**src/sfr_pkg.sv**
```systemverilog
// Shared types and constants of the SLIP frame receiver.
// Used by slip_frame_receiver; depends on nothing.
package sfr_pkg;

  localparam int BUF_DEPTH_DEF = 256;

  localparam int CFG_IDX_W = 8;
  localparam int BYTE_W    = 8;
  localparam int LEN_W     = 9;

  localparam logic [CFG_IDX_W-1:0] CFG_END_CODE     = 8'd0;
  localparam logic [CFG_IDX_W-1:0] CFG_ESC_CODE     = 8'd1;
  localparam logic [CFG_IDX_W-1:0] CFG_ESC_END_CODE = 8'd2;
  localparam logic [CFG_IDX_W-1:0] CFG_ESC_ESC_CODE = 8'd3;

  localparam logic [BYTE_W-1:0] END_CODE_RST     = 8'd192;
  localparam logic [BYTE_W-1:0] ESC_CODE_RST     = 8'd219;
  localparam logic [BYTE_W-1:0] ESC_END_CODE_RST = 8'd220;
  localparam logic [BYTE_W-1:0] ESC_ESC_CODE_RST = 8'd221;

  typedef enum logic [1:0] {
    MODE_HUNT  = 2'd0,
    MODE_FRAME = 2'd1,
    MODE_ESC   = 2'd2,
    MODE_DONE  = 2'd3
  } mode_t;

  typedef enum logic [1:0] {
    REQ_BYTE    = 2'd0,
    REQ_RESTART = 2'd1,
    REQ_TIMEOUT = 2'd2,
    REQ_READ    = 2'd3
  } req_t;

  typedef enum logic [1:0] {
    ST_NONE    = 2'd0,
    ST_DONE    = 2'd1,
    ST_TIMEOUT = 2'd2,
    ST_READ    = 2'd3
  } status_t;

  // Result of one transfer while the buffer read is in flight.
  typedef struct packed {
    status_t           status;
    logic [LEN_W-1:0]  frame_len;
    logic [BYTE_W-1:0] pkt_type;
    logic              rd_ok;
  } res_t;

endpackage

```
**src/sfr_ram.sv**
```systemverilog
// Generic single-write, single-read RAM with a registered read port.
// Uses no package; instantiated by slip_frame_receiver for the frame buffer.
module sfr_ram #(
  parameter int WIDTH = 8,
  parameter int DEPTH = 256,
  localparam int AW = (DEPTH > 1) ? $clog2(DEPTH) : 1
) (
  input  logic             clk,
  input  logic             we,
  input  logic [AW-1:0]    waddr,
  input  logic [WIDTH-1:0] wdata,
  input  logic             re,
  input  logic [AW-1:0]    raddr,
  output logic [WIDTH-1:0] rdata
);

  logic [WIDTH-1:0] mem [DEPTH];
  logic [WIDTH-1:0] rdata_r;

  always_ff @(posedge clk) begin
    if (we) begin
      mem[waddr] <= wdata;
    end
    if (re) begin
      rdata_r <= mem[raddr];
    end
  end

  assign rdata = rdata_r;

endmodule

```
**src/slip_frame_receiver.sv**
```systemverilog
// SLIP frame receiver: line-byte unescaping, frame buffer and read-back.
// Depends on sfr_pkg for types and constants and on sfr_ram for the buffer.
//
// Usage: each input transfer carries a request (line byte, restart, timeout
// or read of a stored data byte). Every request produces exactly one result
// transfer on the out_ channel, in request order. Line bytes are hunted for
// a delimiter, unescaped and stored; a delimiter after at least one stored
// byte reports the frame length and its first byte (the packet type), and
// further line bytes are ignored until a restart or timeout.
// A request is registered in the stage beside the RAM read and then in
// the output register, which drives out_valid. One request is taken per
// cycle while in_stall is low: the frame buffer write and the read for a
// data byte use the separate write and read ports of the RAM, so there
// is no contention. The result waits in an output register; while it is
// stalled one more request can still be taken, held in the stage beside the
// RAM read register, and only then does in_stall rise.
// Reset (synchronous, rst_n low) puts the receiver into hunting with an
// empty buffer, loads the default codes and drops both valid flags. The
// buffer contents are not cleared; only entries below the count are read.
// Configuration writes on cfg_ should only be issued while no request is in
// flight; the block does not hold them back.
module slip_frame_receiver #(
  parameter int BUF_DEPTH = sfr_pkg::BUF_DEPTH_DEF
) (
  input  logic                            clk,
  input  logic                            rst_n,
  // Configuration write port.
  input  logic                            cfg_we,
  input  logic [sfr_pkg::CFG_IDX_W-1:0]   cfg_index,
  input  logic [sfr_pkg::BYTE_W-1:0]      cfg_wdata,
  // Request channel.
  input  logic                            in_valid,
  output logic                            in_stall,
  input  logic [1:0]                      in_req_type,
  input  logic [sfr_pkg::BYTE_W-1:0]      in_rx_byte,
  input  logic [sfr_pkg::BYTE_W-1:0]      in_read_index,
  // Result channel.
  output logic                            out_valid,
  input  logic                            out_stall,
  output logic [1:0]                      out_status,
  output logic [sfr_pkg::LEN_W-1:0]       out_frame_len,
  output logic [sfr_pkg::BYTE_W-1:0]      out_pkt_type,
  output logic [sfr_pkg::BYTE_W-1:0]      out_read_data
);

  localparam int AW = (BUF_DEPTH > 1) ? $clog2(BUF_DEPTH) : 1;
  // The count must be able to hold BUF_DEPTH itself.
  localparam int CW = $clog2(BUF_DEPTH + 1);
  // Comparison width for the read position against the count.
  localparam int PW = (CW > sfr_pkg::LEN_W) ? CW : sfr_pkg::LEN_W;
  localparam logic [CW-1:0] DEPTH_CNT = CW'(BUF_DEPTH);
  localparam logic [PW-1:0] DEPTH_POS = PW'(BUF_DEPTH);

  // Configuration registers.
  logic [sfr_pkg::BYTE_W-1:0] end_code_r, esc_code_r, esc_end_code_r, esc_esc_code_r;

  // Receiver state.
  sfr_pkg::mode_t             mode_r, mode_nxt;
  logic [CW-1:0]              count_r, count_nxt;
  logic [sfr_pkg::BYTE_W-1:0] first_r, first_nxt;

  // Pipeline: stage beside the RAM read, then the output register.
  logic                       s1_valid_r, s1_valid_nxt;
  sfr_pkg::res_t              s1_r, s1_nxt;
  logic                       out_valid_r, out_valid_nxt;
  sfr_pkg::res_t              out_r;
  logic [sfr_pkg::BYTE_W-1:0] out_rdata_r;

  logic                       in_accept;
  logic                       s1_adv;
  sfr_pkg::req_t              req;

  logic                       store_req;
  logic [sfr_pkg::BYTE_W-1:0] store_val;
  logic                       store_full;
  logic                       esc_bad;
  logic                       discard;
  logic                       frame_end;

  logic [PW-1:0]              pos;
  logic                       ram_we;
  logic [AW-1:0]              ram_waddr;
  logic [AW-1:0]              ram_raddr;
  logic [sfr_pkg::BYTE_W-1:0] ram_rdata;

  // Handshake. The stage beside the RAM moves on whenever the output
  // register is empty or its result is being transferred.
  assign s1_adv    = s1_valid_r && (!out_valid_r || !out_stall);
  assign in_stall  = s1_valid_r && !s1_adv;
  assign in_accept = in_valid && !in_stall;
  assign req       = sfr_pkg::req_t'(in_req_type);

  // Configuration. Writes to an index beyond the register list are dropped.
  always_ff @(posedge clk) begin
    if (!rst_n) begin
      end_code_r     <= sfr_pkg::END_CODE_RST;
      esc_code_r     <= sfr_pkg::ESC_CODE_RST;
      esc_end_code_r <= sfr_pkg::ESC_END_CODE_RST;
      esc_esc_code_r <= sfr_pkg::ESC_ESC_CODE_RST;
    end else if (cfg_we) begin
      case (cfg_index)
        sfr_pkg::CFG_END_CODE:     end_code_r     <= cfg_wdata;
        sfr_pkg::CFG_ESC_CODE:     esc_code_r     <= cfg_wdata;
        sfr_pkg::CFG_ESC_END_CODE: esc_end_code_r <= cfg_wdata;
        sfr_pkg::CFG_ESC_ESC_CODE: esc_esc_code_r <= cfg_wdata;
        default: ;
      endcase
    end
  end

  // Byte decode: which line bytes turn into a buffer store, and of what.
  // Inside a frame the escape test is made first, so it wins when the
  // escape and delimiter codes are equal.
  always_comb begin
    store_req = 1'b0;
    store_val = in_rx_byte;
    esc_bad   = 1'b0;
    frame_end = 1'b0;
    if (in_accept && req == sfr_pkg::REQ_BYTE) begin
      case (mode_r)
        sfr_pkg::MODE_ESC: begin
          if (in_rx_byte == esc_end_code_r) begin
            store_req = 1'b1;
            store_val = end_code_r;
          end else if (in_rx_byte == esc_esc_code_r) begin
            store_req = 1'b1;
            store_val = esc_code_r;
          end else begin
            esc_bad = 1'b1;
          end
        end
        sfr_pkg::MODE_FRAME: begin
          if (in_rx_byte == esc_code_r) begin
            store_req = 1'b0;
          end else if (in_rx_byte == end_code_r) begin
            frame_end = (count_r != '0);
          end else begin
            store_req = 1'b1;
          end
        end
        default: ;
      endcase
    end
  end

  // A store into a full buffer throws the frame away instead.
  assign store_full = (count_r == DEPTH_CNT);
  assign discard    = (in_accept && (req == sfr_pkg::REQ_RESTART ||
                                     req == sfr_pkg::REQ_TIMEOUT))
                      || esc_bad || (store_req && store_full);

  // Next mode.
  always_comb begin
    mode_nxt = mode_r;
    if (discard) begin
      mode_nxt = sfr_pkg::MODE_HUNT;
    end else if (in_accept && req == sfr_pkg::REQ_BYTE) begin
      case (mode_r)
        sfr_pkg::MODE_HUNT: begin
          if (in_rx_byte == end_code_r) begin
            mode_nxt = sfr_pkg::MODE_FRAME;
          end
        end
        sfr_pkg::MODE_FRAME: begin
          if (in_rx_byte == esc_code_r) begin
            mode_nxt = sfr_pkg::MODE_ESC;
          end else if (frame_end) begin
            mode_nxt = sfr_pkg::MODE_DONE;
          end
        end
        sfr_pkg::MODE_ESC: mode_nxt = sfr_pkg::MODE_FRAME;
        default: ;
      endcase
    end
  end

  // Count, first byte and buffer write.
  assign ram_we    = store_req && !store_full;
  assign ram_waddr = count_r[AW-1:0];

  always_comb begin
    count_nxt = count_r;
    first_nxt = first_r;
    if (discard) begin
      count_nxt = '0;
    end else if (ram_we) begin
      count_nxt = count_r + CW'(1);
      if (count_r == '0) begin
        first_nxt = store_val;
      end
    end
  end

  // Result of the accepted request. The RAM read register loads the data byte
  // with this stage; rd_ok marks whether the position holds a stored byte.
  assign pos       = PW'(in_read_index) + PW'(1);
  assign ram_raddr = pos[AW-1:0];

  always_comb begin
    s1_nxt           = '0;
    s1_nxt.status    = sfr_pkg::ST_NONE;
    if (in_accept) begin
      case (req)
        sfr_pkg::REQ_TIMEOUT: s1_nxt.status = sfr_pkg::ST_TIMEOUT;
        sfr_pkg::REQ_READ: begin
          s1_nxt.status    = sfr_pkg::ST_READ;
          s1_nxt.frame_len = sfr_pkg::LEN_W'(count_r);
          s1_nxt.pkt_type  = (count_r != '0) ? first_r : '0;
          s1_nxt.rd_ok     = (pos < PW'(count_r)) && (pos < DEPTH_POS);
        end
        sfr_pkg::REQ_BYTE: begin
          if (frame_end) begin
            s1_nxt.status    = sfr_pkg::ST_DONE;
            s1_nxt.frame_len = sfr_pkg::LEN_W'(count_r);
            s1_nxt.pkt_type  = first_r;
          end
        end
        default: ;
      endcase
    end
  end

  always_comb begin
    s1_valid_nxt = s1_valid_r;
    if (in_accept) begin
      s1_valid_nxt = 1'b1;
    end else if (s1_adv) begin
      s1_valid_nxt = 1'b0;
    end
    out_valid_nxt = out_valid_r;
    if (s1_adv) begin
      out_valid_nxt = 1'b1;
    end else if (!out_stall) begin
      out_valid_nxt = 1'b0;
    end
  end

  always_ff @(posedge clk) begin
    if (!rst_n) begin
      mode_r      <= sfr_pkg::MODE_HUNT;
      count_r     <= '0;
      s1_valid_r  <= 1'b0;
      out_valid_r <= 1'b0;
    end else begin
      mode_r      <= mode_nxt;
      count_r     <= count_nxt;
      s1_valid_r  <= s1_valid_nxt;
      out_valid_r <= out_valid_nxt;
    end
  end

  // Payload registers carry no reset.
  always_ff @(posedge clk) begin
    first_r <= first_nxt;
    if (in_accept) begin
      s1_r <= s1_nxt;
    end
    if (s1_adv) begin
      out_r       <= s1_r;
      out_rdata_r <= s1_r.rd_ok ? ram_rdata : '0;
    end
  end

  // Frame buffer. The read register only loads on an accepted request, so
  // its data stays put while the stage beside it waits.
  sfr_ram #(
    .WIDTH (sfr_pkg::BYTE_W),
    .DEPTH (BUF_DEPTH)
  ) u_buf (
    .clk   (clk),
    .we    (ram_we),
    .waddr (ram_waddr),
    .wdata (store_val),
    .re    (in_accept),
    .raddr (ram_raddr),
    .rdata (ram_rdata)
  );

  assign out_valid     = out_valid_r;
  assign out_status    = out_r.status;
  assign out_frame_len = out_r.frame_len;
  assign out_pkt_type  = out_r.pkt_type;
  assign out_read_data = out_rdata_r;

endmodule
```
**config.mk**
```make
export PLATFORM = sky130hd
export DESIGN_NAME = slip_frame_receiver
export DESIGN_NICKNAME = d
export VERILOG_FILES = /design/src/sfr_pkg.sv /design/src/sfr_ram.sv /design/src/slip_frame_receiver.sv
export SDC_FILE = /design/constraint.sdc
export NUM_CORES = 2
export LEC_CHECK = 0
export ABC_AREA = 0
export BUFFER_PORTS_ARGS = -buffer_cell sky130_fd_sc_hd__buf_2
export CAP_MARGIN = 20
export CORE_ASPECT_RATIO = 0.75
export CORE_MARGIN = 1
export CORE_UTILIZATION = 55
export DETAILED_ROUTE_END_ITERATION = 12
export PLACE_DENSITY = 0.78
export SLEW_MARGIN = 20
export SYNTH_ARGS = -nofsm -noshare
export SYNTH_HDL_FRONTEND = slang
export SYNTH_HIERARCHICAL = 1
export SYNTH_SLANG_ARGS = --single-unit
```
**constraint.sdc**
```tcl
create_clock -name clk -period 21.3 [get_ports clk]
set_clock_uncertainty 0.1 [all_clocks]
set_input_delay 2.13 -clock clk [delete_from_list [all_inputs] [get_ports clk]]
set_output_delay 2.13 -clock clk [all_outputs]
set_load 0.02 [all_outputs]
```
==> results.py <==
metrics = {
    "cells_and_area": {
        "drive_gt1_frac": 0.208,
        "area_growth_syn_to_layout_pct": 9.74,
        "nNetsFinal": 4340,
        "most_common_library_cell_in_the_layout_ignoring_fill_and_taps": "sky130_fd_sc_hd__edfxtp_1",
        "highest_count_cells_in_the_layout_ignoring_fill_and_taps": "sky130_fd_sc_hd__edfxtp_1 (2111), sky130_fd_sc_hd__mux4_2 (454), sky130_fd_sc_hd__nor2_1 (303)",
    },
    "timing": {
        "final-setup-viol-count": 0,
        "setup_repair_after_global_routing_missed_its_margin": "false",
        "max_clock_freq_ghz": 0.145,
        "worst_slew_pin_slew_ps": 1140,
        "post-route-period-util": 0.324,
        "report.final.slew_viol_count": 0,
        "timing.final.hold_violations": 0,
        "worst_slew_margin_rel": 0.239,
        "setup-tns-final_ps": 0,
        "finalWorstPathRequiredPeriod_ps": 6900,
    },
    "global_routing": {
        "first_global_vias": 42826,
        "groute.layer.met2.usage": 0.386,
        "number_of_antenna_violations_at_the_first_check_in_global_routing": 10,
        "global_route.usage.met1": 0.386,
        "grt_max_degree": 257,
        "grt_pass1_wl_mm": 296,
        "gr-usage-met3": 0.0818,
        "grt_usage": 0.266,
        "global_route.overflow_total": 0,
        "globalRoute.busiestLayer": "met1",
    },
    "logic_synthesis": {
        "synth-compound-area-share": 0.0379,
        "largest_family_of_logic_cells_by_synthesized_area": "multiplexers",
        "synth_area_sq_mm": 0.0846,
        "synth_async_sr_flop_share": 0,
        "synth-edff-count": 2111,
        "post_synth_num_cell_types": 79,
        "synth.net_count": 4259,
        "xor_xnor_share_of_the_synthesized_area": 0.00393,
        "synth.mux.area_fraction": 0.140,
        "post_synth.cell_area_avg_sq_um": 20.1,
        "post_synth_and_or_nand_nor_area_fraction": 0.0352,
        "seq_area_frac_synth": 0.760,
        "postSynthRegisterBits": 2156,
        "synth_fa_ha_area_frac": 0.00281,
        "dominantRegCellSynth": "sky130_fd_sc_hd__edfxtp_1",
        "synthesis.yosys.warnings": 6,
        "syn-instance-count": 4201,
    },
    "critical_path": {
        "setup.worst_path.class": "in -> reg",
        "end_kind": "register",
        "worst_path_dominant_cell_family": "buffers and inverters",
        "worstPathCellList": "buf_2 -> inv_8 -> buf_12 -> buf_4 -> buf_4 -> mux4_2 -> nor2b_1 -> a211oi_1 -> nor2_1 -> nor4_1 -> nor4_1",
        "crit_path_max_fanout": 97,
        "worstPathArrival_ps": 7350,
        "worst_setup_path_start_kind": "input pin",
        "crit_buf_inv": 5,
        "timing.critical_path.slowest_stage_cell": "sky130_fd_sc_hd__buf_4",
        "crit_required_ps": 21750,
        "worst_path_largest_cell_delay_ps": 880,
    },
    "run_status": {
        "status": "finished, final reports clean",
    },
    "routing": {
        "detail_route.wl_per_cell_microns": 32.0,
        "via_per_inst": 6.81,
        "drt_iter0_drc": 6660,
        "route.detailed.drc": 0,
        "routed_wirelength_mm": 206,
        "via_count": 43940,
        "drt.antenna.violating_nets": 0,
        "firstDrtPassIters": 8,
    },
    "floorplan": {
        "die_height_microns": 342,
        "coreArea_sq_mm": 0.153,
        "total_die_area_sq_mm": 0.155,
        "dieWidth_microns": 455,
        "row_count": 124,
        "floorplan.initialDensity": 0.555,
        "top_level_ports": 68,
    },
    "clocking": {
        "clock_path_buffers": 3,
        "later_pin_clock_latency_in_the_skew_report_ps": 840,
        "cts-hold-fix-buffers": 0,
        "cts_sinks": 2156,
        "cts.repair_timing.setup_buffer_count": 0,
        "ctsResizeCount": 0,
        "ctsRootBufferMaster": "sky130_fd_sc_hd__clkbuf_16",
        "number_of_levels_the_h_tree_was_split_into": 4,
        "cts_buffers": 185,
        "cts_tree": "built",
        "worst_setup_hold_path_clk_slew_ps": 60,
    },
    "power_and_ir_drop": {
        "overall_power_consumption_w": 0.00851,
        "power.static_leakage_nw": 28.7,
        "cellPowerDensity_mw_per_mm2": 91.6,
        "ir_drop_uv": 126,
    },
    "worst_hold_path": {
        "worst_hold_path_type": "reg -> reg",
    },
    "flow_run": {
        "maximum_capacitance_violations": 0,
    },
    "place": {
        "io_buffers": 67,
        "detailedPlacementHpwl_mm": 121,
        "gp_congestion": 0.896,
    },
}
==> cell type report <==
| cell class | count | area [sq um] |
|---|---|---|
| sequential | 2156 | 64300 |
| fill | 10127 | 59600 |
| multi-input combinational | 1762 | 19000 |
| clock buffer | 237 | 4890 |
| tap | 2016 | 2520 |
| timing repair buffer | 150 | 1110 |
| clock inverter | 95 | 963 |
| inverter | 27 | 109 |
| antenna | 9 | 22.5 |
==> per-stage QoR <==
stage	hold WS [ps]	area (sq um)	worst slack, ps	cells	util
after detailed placement	305	86900	13500	6108	0.570
after global placement	304	86900	13540	6108	0.570
after floorplan	300	84600	8760	4201	-
final	319	92900	14400	6452	0.609
after global routing	319	92900	13990	6444	0.609
after CTS	312	92700	14300	6440	0.608
==> path summary, 6_finish.rpt <==
kind                         start                end  slack (ps)  depth (start not counted)
hold / removal            s1_r[15]   out_frame_len[6]         320                          0
setup / recovery  in_read_index[0]     u_buf/rdata[1]       14400                         11
hold reg to reg           s1_r[15]   out_frame_len[6]         320                          0
setup reg to reg         out_valid  u_buf/mem[151][7]       15910                         10
==> registers in the layout (all words and copies together), names as in the netlist, 8 cells and up <==
name and flops:
esc_code_r 8, esc_esc_code_r 8, out_frame_len 9, count_r 9, end_code_r 8, out_read_data 8, u_buf/rdata 8, u_buf/mem 2048
out_pkt_type 8, first_r 8, esc_end_code_r 8, s1_r 20
==> power by group <==
group / switching, W / internal [W]
Sequential: 0.00000791 / 0.00466
Clock: 0.00153 / 0.00178
Combinational: 0.000347 / 0.000181
Total: 0.00189 / 0.00662
==> cells by family after synthesis <==
kind of cell | after synthesis
DFF | 2156
and+or+nand+nor | 635
muxes | 617
AOI/OAI and AO/OA | 453
buffers and inverters | 283
xor gates and xnor gates | 38
adders and majority gates | 19
==> metal layers <==
metal,wire length (microns),vias to the layer above,part of all wire
met5,46,-,0.00022
met4,7530,6,0.036
li1,-,17489,-
met3,29100,450,0.14
met2,92700,3318,0.45
met1,77000,22677,0.37
==> worst reg2reg max path: stages, from the launching register on <==
cell and delay [ps]:
sky130_fd_sc_hd__dfxtp_1 340, sky130_fd_sc_hd__nand3_1 150, sky130_fd_sc_hd__and2_4 500, sky130_fd_sc_hd__and3_1 450, sky130_fd_sc_hd__a21boi_2 490, sky130_fd_sc_hd__buf_4 380, sky130_fd_sc_hd__nor2_1 120, sky130_fd_sc_hd__a31oi_4 150
sky130_fd_sc_hd__buf_4 610, sky130_fd_sc_hd__buf_6 630, sky130_fd_sc_hd__buf_4 1080
==> cell usage after synthesis (all sizes together), types with 8 or more instances <==
cell	number	share of area
a211oi	17	0.0015
o211ai	15	0.0013
mux4	456	0.12
nand2	83	0.0037
o21ai	28	0.0017
buf	134	0.013
nand4	20	0.0016
a22o	8	0.00083
xor2	9	0.00093
a22oi	134	0.012
a221oi	16	0.0017
xnor2	29	0.0030
nor3	25	0.0015
nor4	31	0.0026
a31oi	10	0.00074
a21oi	106	0.0063
mux2i	160	0.019
clkbuf	122	0.0055
inv	26	0.0012
ha	19	0.0028
and2	27	0.0020
nand3	53	0.0031
nor2	310	0.014
o22ai	28	0.0021
edfxtp	2111	0.75
dfxtp	45	0.011
o221ai	47	0.0049
nor2b	44	0.0033
nand2b	9	0.00067
Note: power is estimated with default switching activity, not from simulation.
